### config.mk
export PLATFORM = sky130hd
export DESIGN_NAME = msgpack_stream_decoder
export DESIGN_NICKNAME = d
export VERILOG_FILES = /design/src/rtl/core/msd_pkg.sv /design/src/rtl/core/msd_front.sv /design/src/rtl/core/msd_back.sv /design/src/rtl/core/msgpack_stream_decoder.sv
export SDC_FILE = /design/constraint.sdc
export NUM_CORES = 1
export LEC_CHECK = 0
export BUFFER_PORTS_ARGS = -buffer_cell sky130_fd_sc_hd__buf_4
export CAP_MARGIN = 10
export CORE_UTILIZATION = 55
export CTS_CLUSTER_DIAMETER = 30
export DETAILED_ROUTE_END_ITERATION = 7
export PLACE_DENSITY = 0.74
export SYNTH_ARGS = -nofsm -noshare
export SYNTH_HDL_FRONTEND = slang
export SYNTH_SLANG_ARGS = --single-unit
export TNS_END_PERCENT = 5
### constraint.sdc
create_clock -name i_clk -period 9.9 [get_ports i_clk]
set_clock_uncertainty 0.1 [all_clocks]
set_input_delay 0.99 -clock i_clk [delete_from_list [all_inputs] [get_ports i_clk]]
set_output_delay 0.99 -clock i_clk [all_outputs]
set_load 0.02 [all_outputs]
### src/rtl/core/msd_pkg.sv
`default_nettype none
// ----------------------------------------------------------------------------
// MessagePack stream decoder package
// Shared types, token kinds and the header length table.
// ----------------------------------------------------------------------------
package msd_pkg;

    localparam int DEF_MAX_DEPTH = 16;

    typedef enum logic [3:0] {
        K_NIL     = 4'd0,
        K_BOOL    = 4'd1,
        K_SINT    = 4'd2,
        K_UINT    = 4'd3,
        K_F32     = 4'd4,
        K_F64     = 4'd5,
        K_RAWHDR  = 4'd6,
        K_RAWBYTE = 4'd7,
        K_ARRAY   = 4'd8,
        K_MAP     = 4'd9,
        K_ERROR   = 4'd10
    } t_kind;

    typedef enum logic [2:0] {
        C_FIXINT,
        C_FIXMAP,
        C_FIXARR,
        C_FIXSTR,
        C_NIL,
        C_BOOL,
        C_HDR,
        C_BAD
    } t_class;

    typedef struct packed {
        logic [7:0] data;
        logic       bd;
        t_class     cls;
        logic       key_ok;
        logic [3:0] hdr_left;
    } t_item;

    localparam logic [7:0] CODE_NIL = 8'hC0;

    function automatic logic [3:0] hdr_total(input logic [7:0] b);
        logic [3:0] t;
        t = 4'd0;
        unique case (b)
            8'hC4, 8'hCC, 8'hD0, 8'hD9:                 t = 4'd2;
            8'hC5, 8'hCD, 8'hD1, 8'hDA, 8'hDC, 8'hDE:   t = 4'd3;
            8'hC6, 8'hCA, 8'hCE, 8'hD2, 8'hDB, 8'hDD,
            8'hDF:                                      t = 4'd5;
            8'hCB, 8'hCF, 8'hD3:                        t = 4'd9;
            default:                                    t = 4'd0;
        endcase
        return t;
    endfunction

endpackage
`default_nettype wire

### src/rtl/core/msd_front.sv
`default_nettype none
// ----------------------------------------------------------------------------
// Decoder front end
// Classifies each incoming byte and holds it in a two-entry queue.
// ----------------------------------------------------------------------------
module msd_front
    import msd_pkg::*;
(
    input  wire logic       i_clk,
    input  wire logic       i_rst_n,
    input  wire logic       push,
    output logic            full,
    input  wire logic [7:0] i_in_byte,
    input  wire logic       i_begin_document,
    output logic            o_q_valid,
    output t_item           o_q_item,
    input  wire logic       i_q_pop
);

    t_item      r_q [2];
    logic       r_wp;
    logic       r_rp;
    logic [1:0] r_cnt;
    t_item      w_item;
    logic [3:0] w_total;
    logic       w_push;
    logic       w_pop;

    always_comb begin
        w_total         = hdr_total(i_in_byte);
        w_item.data     = i_in_byte;
        w_item.bd       = i_begin_document;
        w_item.hdr_left = w_total - 4'd1;
        w_item.key_ok   = 1'b0;
        if (i_in_byte <= 8'h7F || i_in_byte >= 8'hE0) begin
            w_item.cls = C_FIXINT;
        end else if (i_in_byte <= 8'h8F) begin
            w_item.cls = C_FIXMAP;
        end else if (i_in_byte <= 8'h9F) begin
            w_item.cls = C_FIXARR;
        end else if (i_in_byte <= 8'hBF) begin
            w_item.cls    = C_FIXSTR;
            w_item.key_ok = 1'b1;
        end else if (i_in_byte == CODE_NIL) begin
            w_item.cls = C_NIL;
        end else if (i_in_byte == 8'hC2 || i_in_byte == 8'hC3) begin
            w_item.cls = C_BOOL;
        end else if (w_total != 4'd0) begin
            w_item.cls    = C_HDR;
            w_item.key_ok = (i_in_byte >= 8'hC4 && i_in_byte <= 8'hC6)
                         || (i_in_byte >= 8'hCC && i_in_byte <= 8'hD3)
                         || (i_in_byte >= 8'hD9 && i_in_byte <= 8'hDB);
        end else begin
            w_item.cls = C_BAD;
        end
    end

    assign full      = (r_cnt == 2'd2);
    assign o_q_valid = (r_cnt != 2'd0);
    assign o_q_item  = r_q[r_rp];
    assign w_push    = push && !full;
    assign w_pop     = i_q_pop && o_q_valid;

    always_ff @(posedge i_clk) begin
        if (w_push) begin
            r_q[r_wp] <= w_item;
        end
        if (!i_rst_n) begin
            r_wp  <= 1'b0;
            r_rp  <= 1'b0;
            r_cnt <= 2'd0;
        end else begin
            if (w_push) begin
                r_wp <= !r_wp;
            end
            if (w_pop) begin
                r_rp <= !r_rp;
            end
            if (w_push && !w_pop) begin
                r_cnt <= r_cnt + 2'd1;
            end else if (w_pop && !w_push) begin
                r_cnt <= r_cnt - 2'd1;
            end
        end
    end

endmodule
`default_nettype wire

### src/rtl/core/msd_back.sv
`default_nettype none
// ----------------------------------------------------------------------------
// Decoder back end
// Parses queued bytes, tracks the nesting stack and holds the output token.
// ----------------------------------------------------------------------------
module msd_back
    import msd_pkg::*;
#(
    parameter int MAX_DEPTH = DEF_MAX_DEPTH,
    parameter int LW        = $clog2(MAX_DEPTH + 1),
    parameter int IW        = (MAX_DEPTH > 1) ? $clog2(MAX_DEPTH) : 1
) (
    input  wire logic          i_clk,
    input  wire logic          i_rst_n,
    input  wire logic          i_q_valid,
    input  wire t_item         i_q_item,
    output logic               o_q_pop,
    output logic               empty,
    input  wire logic          pop,
    output logic [3:0]         o_token_kind,
    output logic [63:0]        o_token_value,
    output logic [LW-1:0]      o_nest_depth,
    output logic               o_is_key,
    output logic               o_raw_last,
    output logic               o_doc_done
);

    typedef enum logic [2:0] {
        M_NORMAL,
        M_HEADER,
        M_RAW,
        M_DONE,
        M_ERROR
    } t_mode;

    typedef enum logic {
        S_RUN,
        S_UNWIND
    } t_state;

    typedef enum logic [2:0] {
        A_NONE,
        A_SCALAR,
        A_RAW,
        A_OPEN,
        A_FAIL
    } t_act;

    t_state        r_state, n_state;
    t_mode         r_mode, n_mode;
    logic [7:0]    r_htype, n_htype;
    logic [3:0]    r_hleft, n_hleft;
    logic [63:0]   r_acc, n_acc;
    logic [31:0]   r_raw, n_raw;
    logic [LW-1:0] r_lc, n_lc;
    logic [31:0]   r_rem  [MAX_DEPTH];
    logic          r_map  [MAX_DEPTH];
    logic          r_wk   [MAX_DEPTH];

    t_kind         r_pk, n_pk;
    logic [63:0]   r_pv, n_pv;
    logic [LW-1:0] r_pd, n_pd;
    logic          r_pkey, n_pkey;
    logic          r_plast, n_plast;

    logic          r_ov, n_ov;
    t_kind         r_ok, n_ok;
    logic [63:0]   r_oval, n_oval;
    logic [LW-1:0] r_od, n_od;
    logic          r_okey, n_okey;
    logic          r_olast, n_olast;
    logic          r_odone, n_odone;

    logic          w_we;
    logic [IW-1:0] w_widx;
    logic [31:0]   w_wrem;
    logic          w_wmap;
    logic          w_wwk;

    logic          w_can_out;
    t_mode         w_mode;
    logic [LW-1:0] w_lc;
    logic [IW-1:0] w_top;
    logic          w_key;
    logic [7:0]    w_b;
    logic [63:0]   w_acc;
    t_act          w_act;
    t_kind         w_ak;
    logic [63:0]   w_av;
    logic [31:0]   w_len;
    logic          w_amap;
    logic [7:0]    w_code;
    logic          w_last;
    logic [IW-1:0] w_rtop;

    assign w_can_out = !r_ov || pop;
    assign o_q_pop   = (r_state == S_RUN) && i_q_valid && w_can_out;

    always_comb begin
        n_state = r_state;
        n_mode  = r_mode;
        n_htype = r_htype;
        n_hleft = r_hleft;
        n_acc   = r_acc;
        n_raw   = r_raw;
        n_lc    = r_lc;
        n_pk    = r_pk;
        n_pv    = r_pv;
        n_pd    = r_pd;
        n_pkey  = r_pkey;
        n_plast = r_plast;
        n_ov    = r_ov && !pop;
        n_ok    = r_ok;
        n_oval  = r_oval;
        n_od    = r_od;
        n_okey  = r_okey;
        n_olast = r_olast;
        n_odone = r_odone;
        w_we    = 1'b0;
        w_widx  = '0;
        w_wrem  = '0;
        w_wmap  = 1'b0;
        w_wwk   = 1'b0;
        w_act   = A_NONE;
        w_ak    = K_NIL;
        w_av    = '0;
        w_len   = '0;
        w_amap  = 1'b0;
        w_code  = '0;
        w_last  = 1'b0;
        w_b     = i_q_item.data;
        w_acc   = {r_acc[55:0], w_b};
        w_mode  = i_q_item.bd ? M_NORMAL : r_mode;
        w_lc    = i_q_item.bd ? '0 : r_lc;
        w_top   = IW'(w_lc - LW'(1));
        w_key   = (w_lc != '0) && r_map[w_top] && r_wk[w_top];
        w_rtop  = IW'(r_lc - LW'(1));

        if (o_q_pop) begin
            n_mode = w_mode;
            n_lc   = w_lc;
            unique case (w_mode)
                M_RAW: begin
                    n_raw  = r_raw - 32'd1;
                    w_last = (n_raw == 32'd0);
                    if (w_last) begin
                        n_mode = M_NORMAL;
                        w_act  = A_SCALAR;
                    end else begin
                        n_ov    = 1'b1;
                        n_ok    = K_RAWBYTE;
                        n_oval  = {56'd0, w_b};
                        n_od    = w_lc;
                        n_okey  = w_key;
                        n_olast = 1'b0;
                        n_odone = 1'b0;
                    end
                    w_ak = K_RAWBYTE;
                    w_av = {56'd0, w_b};
                end
                M_HEADER: begin
                    n_acc   = w_acc;
                    n_hleft = (r_hleft != 4'd0) ? r_hleft - 4'd1 : 4'd0;
                    if (n_hleft == 4'd0) begin
                        n_mode = M_NORMAL;
                        w_len  = w_acc[31:0];
                        w_code = r_htype;
                        unique case (r_htype)
                            8'hCA: begin
                                w_act = A_SCALAR;
                                w_ak  = K_F32;
                                w_av  = {32'd0, w_acc[31:0]};
                            end
                            8'hCB: begin
                                w_act = A_SCALAR;
                                w_ak  = K_F64;
                                w_av  = w_acc;
                            end
                            8'hCC, 8'hCD, 8'hCE, 8'hCF: begin
                                w_act = A_SCALAR;
                                w_ak  = K_UINT;
                                w_av  = w_acc;
                            end
                            8'hD0: begin
                                w_act = A_SCALAR;
                                w_ak  = K_SINT;
                                w_av  = {{56{w_acc[7]}}, w_acc[7:0]};
                            end
                            8'hD1: begin
                                w_act = A_SCALAR;
                                w_ak  = K_SINT;
                                w_av  = {{48{w_acc[15]}}, w_acc[15:0]};
                            end
                            8'hD2: begin
                                w_act = A_SCALAR;
                                w_ak  = K_SINT;
                                w_av  = {{32{w_acc[31]}}, w_acc[31:0]};
                            end
                            8'hD3: begin
                                w_act = A_SCALAR;
                                w_ak  = K_SINT;
                                w_av  = w_acc;
                            end
                            8'hC4, 8'hC5, 8'hC6, 8'hD9, 8'hDA, 8'hDB: begin
                                w_act = A_RAW;
                            end
                            8'hDC, 8'hDD: begin
                                w_act = A_OPEN;
                            end
                            8'hDE, 8'hDF: begin
                                w_act  = A_OPEN;
                                w_amap = 1'b1;
                            end
                            default: begin
                                w_act = A_FAIL;
                            end
                        endcase
                    end
                end
                M_NORMAL: begin
                    w_code = w_b;
                    if (i_q_item.cls == C_FIXINT) begin
                        w_act = A_SCALAR;
                        w_ak  = K_SINT;
                        w_av  = {{56{w_b[7]}}, w_b};
                    end else if (w_key && !i_q_item.key_ok) begin
                        w_act = A_FAIL;
                    end else begin
                        unique case (i_q_item.cls)
                            C_FIXMAP: begin
                                w_act  = A_OPEN;
                                w_amap = 1'b1;
                                w_len  = {28'd0, w_b[3:0]};
                            end
                            C_FIXARR: begin
                                w_act = A_OPEN;
                                w_len = {28'd0, w_b[3:0]};
                            end
                            C_FIXSTR: begin
                                w_act = A_RAW;
                                w_len = {27'd0, w_b[4:0]};
                            end
                            C_NIL: begin
                                w_act = A_SCALAR;
                                w_ak  = K_NIL;
                            end
                            C_BOOL: begin
                                w_act = A_SCALAR;
                                w_ak  = K_BOOL;
                                w_av  = {63'd0, w_b[0]};
                            end
                            C_HDR: begin
                                n_mode  = M_HEADER;
                                n_htype = w_b;
                                n_hleft = i_q_item.hdr_left;
                                n_acc   = '0;
                            end
                            default: begin
                                w_act = A_FAIL;
                            end
                        endcase
                    end
                end
                default: begin
                end
            endcase

            if (w_act == A_RAW) begin
                w_ak = K_RAWHDR;
                w_av = {32'd0, w_len};
                if (w_len == 32'd0) begin
                    w_act = A_SCALAR;
                end else begin
                    n_mode = M_RAW;
                    n_raw  = w_len;
                end
            end
            if (w_act == A_OPEN) begin
                w_ak = w_amap ? K_MAP : K_ARRAY;
                w_av = {32'd0, w_len};
                if (w_len == 32'd0) begin
                    w_act = A_SCALAR;
                end else if (w_lc >= LW'(MAX_DEPTH)) begin
                    w_act = A_FAIL;
                end else begin
                    w_we   = 1'b1;
                    w_widx = IW'(w_lc);
                    w_wrem = w_len - 32'd1;
                    w_wmap = w_amap;
                    w_wwk  = w_amap;
                    n_lc   = w_lc + LW'(1);
                end
            end
            if (w_act == A_FAIL) begin
                n_mode = M_ERROR;
                w_ak   = K_ERROR;
                w_av   = {56'd0, w_code};
            end

            if (w_act == A_SCALAR) begin
                n_state = S_UNWIND;
                n_pk    = w_ak;
                n_pv    = w_av;
                n_pd    = w_lc;
                n_pkey  = w_key;
                n_plast = w_last;
            end else if (w_act != A_NONE) begin
                n_ov    = 1'b1;
                n_ok    = w_ak;
                n_oval  = w_av;
                n_od    = w_lc;
                n_okey  = w_key;
                n_olast = 1'b0;
                n_odone = 1'b0;
            end
        end else if (r_state == S_UNWIND && w_can_out) begin
            n_ok    = r_pk;
            n_oval  = r_pv;
            n_od    = r_pd;
            n_okey  = r_pkey;
            n_olast = r_plast;
            n_odone = 1'b0;
            if (r_lc == '0) begin
                n_mode  = M_DONE;
                n_odone = 1'b1;
                n_ov    = 1'b1;
                n_state = S_RUN;
            end else if (r_map[w_rtop] && r_wk[w_rtop]) begin
                w_we    = 1'b1;
                w_widx  = w_rtop;
                w_wrem  = r_rem[w_rtop];
                w_wmap  = 1'b1;
                w_wwk   = 1'b0;
                n_ov    = 1'b1;
                n_state = S_RUN;
            end else if (r_rem[w_rtop] == 32'd0) begin
                n_lc = r_lc - LW'(1);
            end else begin
                w_we    = 1'b1;
                w_widx  = w_rtop;
                w_wrem  = r_rem[w_rtop] - 32'd1;
                w_wmap  = r_map[w_rtop];
                w_wwk   = r_map[w_rtop];
                n_ov    = 1'b1;
                n_state = S_RUN;
            end
        end
    end

    always_ff @(posedge i_clk) begin
        if (w_we) begin
            r_rem[w_widx] <= w_wrem;
            r_map[w_widx] <= w_wmap;
            r_wk[w_widx]  <= w_wwk;
        end
        r_htype <= n_htype;
        r_hleft <= n_hleft;
        r_acc   <= n_acc;
        r_raw   <= n_raw;
        r_pk    <= n_pk;
        r_pv    <= n_pv;
        r_pd    <= n_pd;
        r_pkey  <= n_pkey;
        r_plast <= n_plast;
        r_ok    <= n_ok;
        r_oval  <= n_oval;
        r_od    <= n_od;
        r_okey  <= n_okey;
        r_olast <= n_olast;
        r_odone <= n_odone;
        if (!i_rst_n) begin
            r_state <= S_RUN;
            r_mode  <= M_NORMAL;
            r_lc    <= '0;
            r_ov    <= 1'b0;
        end else begin
            r_state <= n_state;
            r_mode  <= n_mode;
            r_lc    <= n_lc;
            r_ov    <= n_ov;
        end
    end

    assign empty         = !r_ov;
    assign o_token_kind  = r_ok;
    assign o_token_value = r_oval;
    assign o_nest_depth  = r_od;
    assign o_is_key      = r_okey;
    assign o_raw_last    = r_olast;
    assign o_doc_done    = r_odone;

endmodule
`default_nettype wire

### src/rtl/core/msgpack_stream_decoder.sv
`default_nettype none
// ----------------------------------------------------------------------------
// MessagePack stream decoder
// A byte is held in the front end's queue, then parsed into the back end's output
// token register. A byte that finishes a value also passes through the back end's
// stack unwinding, which closes each nesting level it ends. Other bytes go through
// at one per cycle, set by the parse step, while no token waits to be popped.
// Synchronous reset empties both queues and returns the parser to the top level.
// ----------------------------------------------------------------------------
module msgpack_stream_decoder
    import msd_pkg::*;
#(
    parameter int MAX_DEPTH = DEF_MAX_DEPTH,
    parameter int LW        = $clog2(MAX_DEPTH + 1)
) (
    input  wire logic          i_clk,
    input  wire logic          i_rst_n,
    input  wire logic          push,
    output logic               full,
    input  wire logic [7:0]    i_in_byte,
    input  wire logic          i_begin_document,
    output logic               empty,
    input  wire logic          pop,
    output logic [3:0]         o_token_kind,
    output logic [63:0]        o_token_value,
    output logic [LW-1:0]      o_nest_depth,
    output logic               o_is_key,
    output logic               o_raw_last,
    output logic               o_doc_done
);

    logic  w_q_valid;
    t_item w_q_item;
    logic  w_q_pop;

    msd_front u_front (
        .i_clk            (i_clk),
        .i_rst_n          (i_rst_n),
        .push             (push),
        .full             (full),
        .i_in_byte        (i_in_byte),
        .i_begin_document (i_begin_document),
        .o_q_valid        (w_q_valid),
        .o_q_item         (w_q_item),
        .i_q_pop          (w_q_pop)
    );

    msd_back #(
        .MAX_DEPTH (MAX_DEPTH),
        .LW        (LW)
    ) u_back (
        .i_clk         (i_clk),
        .i_rst_n       (i_rst_n),
        .i_q_valid     (w_q_valid),
        .i_q_item      (w_q_item),
        .o_q_pop       (w_q_pop),
        .empty         (empty),
        .pop           (pop),
        .o_token_kind  (o_token_kind),
        .o_token_value (o_token_value),
        .o_nest_depth  (o_nest_depth),
        .o_is_key      (o_is_key),
        .o_raw_last    (o_raw_last),
        .o_doc_done    (o_doc_done)
    );

endmodule
`default_nettype wire

### Word level (Yosys, flattened, before mapping)

Memories as Yosys holds them, arrays and structs flattened. A register that Yosys moved wholly into a read port is not among the register bits.
Cells that the tools add are included.

| storage, ports and cells | value |
|---|---|
| register bits | 265 |
| memory bits (writable) | 578 |
| word-level logic and storage cells | 371 |
| memories kept | 4 |

| cells by class | value |
|---|---|
| add/subtract/negate cells | 10 |
| order comparisons | 12 |
| equality and inequality tests | 63 |
| multiplexer cells | 193 |
| bitwise logic cells | 3 |
| reductions and logical operators | 64 |

Memory list:

| name | depth | width | rd ports | clocked after memory_dff | wr ports | RTL line | text |
|---|---|---|---|---|---|---|---|
| u_back.r_rem | 16 | 32 | 1 | 0 | 1 | msd_back.sv:56 | `logic [31:0] r_rem [MAX_DEPTH];` |
| u_front.r_q | 2 | 17 | 1 | 1 | 1 | msd_front.sv:20 | `t_item r_q [2];` |
| u_back.r_map | 16 | 1 | 2 | 0 | 1 | msd_back.sv:57 | `logic r_map [MAX_DEPTH];` |
| u_back.r_wk | 16 | 1 | 2 | 0 | 1 | msd_back.sv:58 | `logic r_wk [MAX_DEPTH];` |

Operators by type and width:

| operator | count |
|---|---|
| two-way mux 64 bit | 12 |
| two-way mux 32 bit | 15 |
| equality test 8 bit (second input constant) | 43 |
| one-hot mux 64 bit (5 select lines) | 1 |
| one-hot mux 64 bit (3 select lines) | 1 |
| two-way mux 56 bit | 3 |
| one-hot mux 56 bit (2 select lines) | 1 |
| two-way mux 4 bit | 25 |
| zero test 32 bit | 3 |
| subtractor 32 x 1 -> 32 bit (second input constant) | 3 |
| two-way mux 3 bit | 28 |
| two-way mux 1 bit | 77 |
| two-way mux 5 bit | 15 |
| one-hot mux 32 bit (2 select lines) | 1 |
| <= comparator 8 bit (second input constant) | 6 |
| greater-or-equal comparator 8 bit (second input constant) | 4 |
| one-hot mux 3 bit (3 select lines) | 3 |
| one-hot mux 3 bit (4 select lines) | 2 |
| OR reduction 6 bit | 3 |
| one-hot mux 4 bit (4 select lines) | 1 |
| one-hot mux 8 bit (2 select lines) | 1 |
| OR reduction 4 bit | 4 |
| equality test 3 x 2 -> 1 bit (second input constant) | 5 |
| logical AND 1 bit | 15 |
| 37 further kinds | 73 |

### Depth between registers and ports, before layout

An unclocked memory read counts as a cell.

| logic depth | value |
|---|---|
| depth in word-level cells | 23 |
| gate-level depth with buffers | 24 |
| depth with buffers taken out | 17 |

### By module

Synthesis repeated with hierarchy kept, for this count alone.

| unflattened totals | value |
|---|---|
| cells, all modules | 2662 |
| area total of the unflattened synthesis | 38508.2 um^2 |

By module, submodules not included:

| module | times used | cells each | area each (um^2) | seq. area each (um^2) |
|---|---|---|---|---|
| msd_back | 1 | 2523 | 36677.7 | 24073.1 |
| msd_front | 1 | 139 | 1830.5 | 1121.1 |

### Worst setup path after synthesis

No wires, ideal clock.

| path | value |
|---|---|
| kind | reg2reg |
| from | register with a tool-made name |
| to | register u_back.r_pd[0] (enable) |
| setup time | 0.510 ns |
| arrival time | 7.646 ns |
| required time | 9.290 ns |
| setup slack | 1.644 ns |
| stages on the path, launching flop included | 22 |
| buffers on the path | 5 |
| path through | dfxtp_1 > clkbuf_1 > mux2i_1 > clkbuf_1 > clkbuf_1 > nand2_1 > ha_1 > buf_1 > a211oi_1 > a311oi_1 > nor4_1 > o221ai_1 > buf_2 > a21oi_1 > or2_2 > ha_1 > nor4b_1 > nand3_1 > a22oi_1 > nand2_1 > mux2_2 > nor2_1 |

RTL lines:

| item | RTL line | text |
|---|---|---|
| end signal: assignment | msd_back.sv:362 | `r_pd <= n_pd;` |
| end: declaration | msd_back.sv:62 | `logic [LW-1:0] r_pd, n_pd;` |

==> parameters.txt <==
Parameter                              Value

Worst setup path
  Type of element capturing the critical path ... flip-flop
  Launching element type of the critical path ... flip-flop
  Worst EP arrival ... 8300 ps
  Required @ worst endpoint ... between 10000 and 15000 ps
  Worst-path fanout max ... 24
  Flop-to-flop setup slack ... 1900 ps
  Start-to-end type of the worst setup path ... flip-flop to flip-flop

Pwr
  Total power density per cell area ... between 300 and 400 nW/um^2
  Final total power ... about 0.014 W
  Total leakage power ... 15.3 nW
  VDD IR max ... between 0.2 and 0.25 mV

STA
  Min Tclk post-route ... roughly 8000 ps
  Worst-margin pin slew ... between 1000 and 1500 ps
  Relative max-transition margin ... 0.140
  Period utilization ... 0.808
  Final setup vio count ... 0
  RSZ-0062 raised after global routing ... no
  Accumulated negative setup slack ... 0 ps
  Post-layout worst setup margin ... 1900 ps
  Final number of max-transition violations ... 0
  Maximum frequency from static timing analysis ... between 0.1 and 0.15 GHz
  Number of endpoints with negative hold slack in the final report ... 0

Status
  Result of the run ... finished clean

Layout
  Area used by multi-input combinational logic ... 12500 um^2
  Fill cell count ... roughly 4700
  Fraction of final layout cells with drive strength greater than 1 ... 0.202
  Layout net count ... a little under 3000
  Seq. cell area ... 25200 um^2
  Post-route standard cell area excluding fillers ... roughly 45000 um^2
  Antenna Cells ... 0
  Leading cell type in the layout, fill and taps excluded ... sky130_fd_sc_hd__edfxtp_1
  Area added between synthesis and finish ... 18.1%
  Commonest non-fill, non-tap cells in the layout ... sky130_fd_sc_hd__edfxtp_1 (829), sky130_fd_sc_hd__nand2_1 (258), sky130_fd_sc_hd__o21ai_0 (159)

Synthesis
  Post-synthesis instance total ... ~2700
  Synthesis-stage register bit count ... between 800 and 900
  Post-Syn Area ... approximately 38000 um^2
  Count of flip-flops with a built-in enable after synthesis ... just over 800
  Total nets after synthesis ... 2758
  Post-synthesis cell type count ... 87
  Average instance area after synthesis ... around 14 um^2
  Register area share after synthesis ... 0.656
  Proportion of synthesized flip-flops having asynchronous set or reset ... 0
  Most used flip-flop cell after synthesis ... sky130_fd_sc_hd__edfxtp_1
  Synthesis warning total ... 0

Drt
  Average routed wire per standard cell ... ~25 um
  Post-route ant nets ... 0
  Remaining DRCs ... 0
  Drt pass-1 iters ... 6
  Drt initial violations ... 2799
  Post-Route WL ... ~99000 um
  Via Count ... 25000
  Via density per instance ... around 6.4

Floorplanning
  IO Count ... slightly above 90
  Initial Util ... 0.558
  Total number of placement rows ... 96
  Area of the placeable core ... approximately 69000 um^2
  Die Ht ... 266 um
  Die outline width ... 266 um
  Die area ... ~71000 um^2

Placed design
  Placement-stage worst setup slack ... 2150 ps
  Cell area after placement ... slightly above 40000 um^2
  Number of port buffers ... 90
  DP HPWL ... 59800 um
  Placer's final routability congestion estimate ... roughly 0.94

Global route
  Initial antenna violation count ... 0
  Total overflow reported by the global router ... 0
  First-pass GRT wire length ... ~150000 um
  Number of global-route vias before repair ... approximately 25000
  All-Layer GR Usage ... 0.283
  Pin count of the biggest net entering global routing ... roughly 110

CTS
  CTS max path bufs ... 3
  Number of hold buffers added after CTS ... 0
  Clock tree from TritonCTS ... built
  Max H-tree Level ... 4
  CTS clk-pin slew, worst paths ... ~50 ps
  Clock latency on the worst-skew pair ... ~730 ps
  Clk Tree Root Cell ... sky130_fd_sc_hd__clkbuf_16
  Post-CTS setup repair buffer count ... 0
  Clock buffer count from CTS ... 150
  Post-cts resize count ... 0
  Count of clock tree sinks ... ~840

Hold path
  Class of the worst hold path ... input pin to flip-flop
  Hold Startpoint ... i_begin_document

Flow run
  Number of violations of the max-capacitance limit ... 0
## cells in the mapped netlist, types with 6 or more instances
| library cell | n | share of area |
|---|---|---|
| sky130_fd_sc_hd__a21o_1 | 32 | 0.0063 |
| sky130_fd_sc_hd__buf_4 | 6 | 0.0012 |
| sky130_fd_sc_hd__a221o_1 | 6 | 0.0016 |
| sky130_fd_sc_hd__nand3_1 | 60 | 0.0078 |
| sky130_fd_sc_hd__a22o_1 | 7 | 0.0016 |
| sky130_fd_sc_hd__and3_1 | 22 | 0.0036 |
| sky130_fd_sc_hd__nor2_1 | 152 | 0.015 |
| sky130_fd_sc_hd__a21oi_1 | 126 | 0.016 |
| sky130_fd_sc_hd__mux4_2 | 130 | 0.076 |
| sky130_fd_sc_hd__or2_2 | 11 | 0.0018 |
| sky130_fd_sc_hd__dfxtp_1 | 15 | 0.0078 |
| sky130_fd_sc_hd__inv_1 | 50 | 0.0049 |
| sky130_fd_sc_hd__a22oi_1 | 26 | 0.0051 |
| sky130_fd_sc_hd__mux2i_1 | 94 | 0.024 |
| sky130_fd_sc_hd__clkbuf_1 | 118 | 0.012 |
| sky130_fd_sc_hd__buf_2 | 32 | 0.0042 |
| sky130_fd_sc_hd__nand2_1 | 258 | 0.025 |
| sky130_fd_sc_hd__ha_1 | 12 | 0.0039 |
| sky130_fd_sc_hd__o21a_1 | 11 | 0.0021 |
| sky130_fd_sc_hd__a211oi_1 | 13 | 0.0025 |
| sky130_fd_sc_hd__or4_1 | 13 | 0.0025 |
| sky130_fd_sc_hd__buf_1 | 8 | 0.00078 |
| sky130_fd_sc_hd__a2111oi_0 | 6 | 0.0014 |
| sky130_fd_sc_hd__xnor2_1 | 56 | 0.013 |
| sky130_fd_sc_hd__edfxtp_1 | 829 | 0.65 |
| sky130_fd_sc_hd__xor2_1 | 27 | 0.0062 |
| sky130_fd_sc_hd__o211ai_1 | 12 | 0.0023 |
| sky130_fd_sc_hd__nor2b_1 | 20 | 0.0033 |
| sky130_fd_sc_hd__mux2_2 | 14 | 0.0041 |
| sky130_fd_sc_hd__o22ai_1 | 41 | 0.0067 |
| sky130_fd_sc_hd__nor4_1 | 16 | 0.0026 |
| sky130_fd_sc_hd__nand4_1 | 18 | 0.0029 |
| sky130_fd_sc_hd__nand4b_1 | 6 | 0.0014 |
| sky130_fd_sc_hd__nand3b_1 | 8 | 0.0016 |
| sky130_fd_sc_hd__or3_1 | 18 | 0.0029 |
| sky130_fd_sc_hd__o31ai_1 | 16 | 0.0031 |
| sky130_fd_sc_hd__nor3_1 | 56 | 0.0073 |
| sky130_fd_sc_hd__a31oi_1 | 30 | 0.0049 |
| sky130_fd_sc_hd__o21ai_0 | 160 | 0.021 |
| sky130_fd_sc_hd__o41ai_1 | 7 | 0.0016 |
| sky130_fd_sc_hd__and2_1 | 71 | 0.012 |
| sky130_fd_sc_hd__nand2b_1 | 15 | 0.0024 |
## layer usage
layer / global-route usage / up-vias / share of wire
met1: 0.363 / 12400 / 0.38
met3: 0.0697 / 260 / 0.095
met5: 0 / - / 0
met4: 0.119 / 0 / 0.035
li1: - / 10900 / -
met2: 0.463 / 1398 / 0.49
## metrics by stage
step,utilization,instances,hold slack (ps)
2_1_floorplan,-,2733,391
3_3_place_gp,0.584,3643,400
3_5_place_dp,0.584,3643,411
4_1_cts,0.659,3920,344
5_1_grt,0.659,3922,364
6_report,0.659,3922,377
## worst max-delay path: stages, from the launching register on
cell	delay [ps]
sky130_fd_sc_hd__dfxtp_1	310
sky130_fd_sc_hd__buf_4	330
sky130_fd_sc_hd__mux2i_2	750
sky130_fd_sc_hd__nand2_1	350
sky130_fd_sc_hd__ha_1	400
sky130_fd_sc_hd__a21o_1	270
sky130_fd_sc_hd__a2111oi_0	430
sky130_fd_sc_hd__nor4_1	130
sky130_fd_sc_hd__o221ai_1	230
sky130_fd_sc_hd__buf_4	230
sky130_fd_sc_hd__a21oi_1	150
sky130_fd_sc_hd__or2_2	380
sky130_fd_sc_hd__ha_1	230
sky130_fd_sc_hd__nor4b_1	140
sky130_fd_sc_hd__nand3_1	120
sky130_fd_sc_hd__a22oi_1	210
sky130_fd_sc_hd__a211oi_2	600
sky130_fd_sc_hd__buf_4	340
sky130_fd_sc_hd__a32oi_2	280
sky130_fd_sc_hd__nand2b_1	390
sky130_fd_sc_hd__nor2_4	880
sky130_fd_sc_hd__buf_4	390
## power breakdown
part | total (W) | leakage, nW | switching (W) | internal [W]
Sequential | 0.00527 | 7.93 | 0.000374 | 0.00490
Clock | 0.00514 | 2.46 | 0.00183 | 0.00330
Combinational | 0.00365 | 4.88 | 0.00242 | 0.00124
## path summary, 6_finish.rpt
path                                                           end  cells after the start
worst min-delay path                   u_front.r_q[0][8]$_DFFE_PP_                      1
worst min register to register  u_back.o_token_value[43]$_DFFE_PP_                      2
worst max-delay path                u_back.r_rem[10][23]$_DFFE_PP_                     21
worst max register to register      u_back.r_rem[10][23]$_DFFE_PP_                     21
## state kept, by name, indices dropped and copies added, names as in the netlist, 16 cells and up, named ones only
signal and count:
u_front.r_q 34, u_back.r_rem 512, u_back.r_pv 64, u_back.r_map 16, u_back.r_acc 56, u_back.r_wk 16, u_back.r_raw 32, u_back.o_token_value 64
## area by class of cell
class,count,area share
flip-flops and latches,844,0.555
well taps,931,0.0257
repair buffers,149,0.0256
clock inverters,106,0.0268
clock buffers,171,0.0864
inverters,52,0.00433
multi-input cells,1669,0.276
## cells by family after synthesis
kind of cell | after synthesis | share of synthesized area
xor+xnor | 84 | 0.0196
buf+inv | 220 | 0.0239
mux | 238 | 0.105
simple gates | 772 | 0.0995
flops | 844 | 0.656
compound gates | 563 | 0.0926
fa+ha+maj | 12 | 0.00391
No activity file was read; power rests on OpenSTA's default activity.
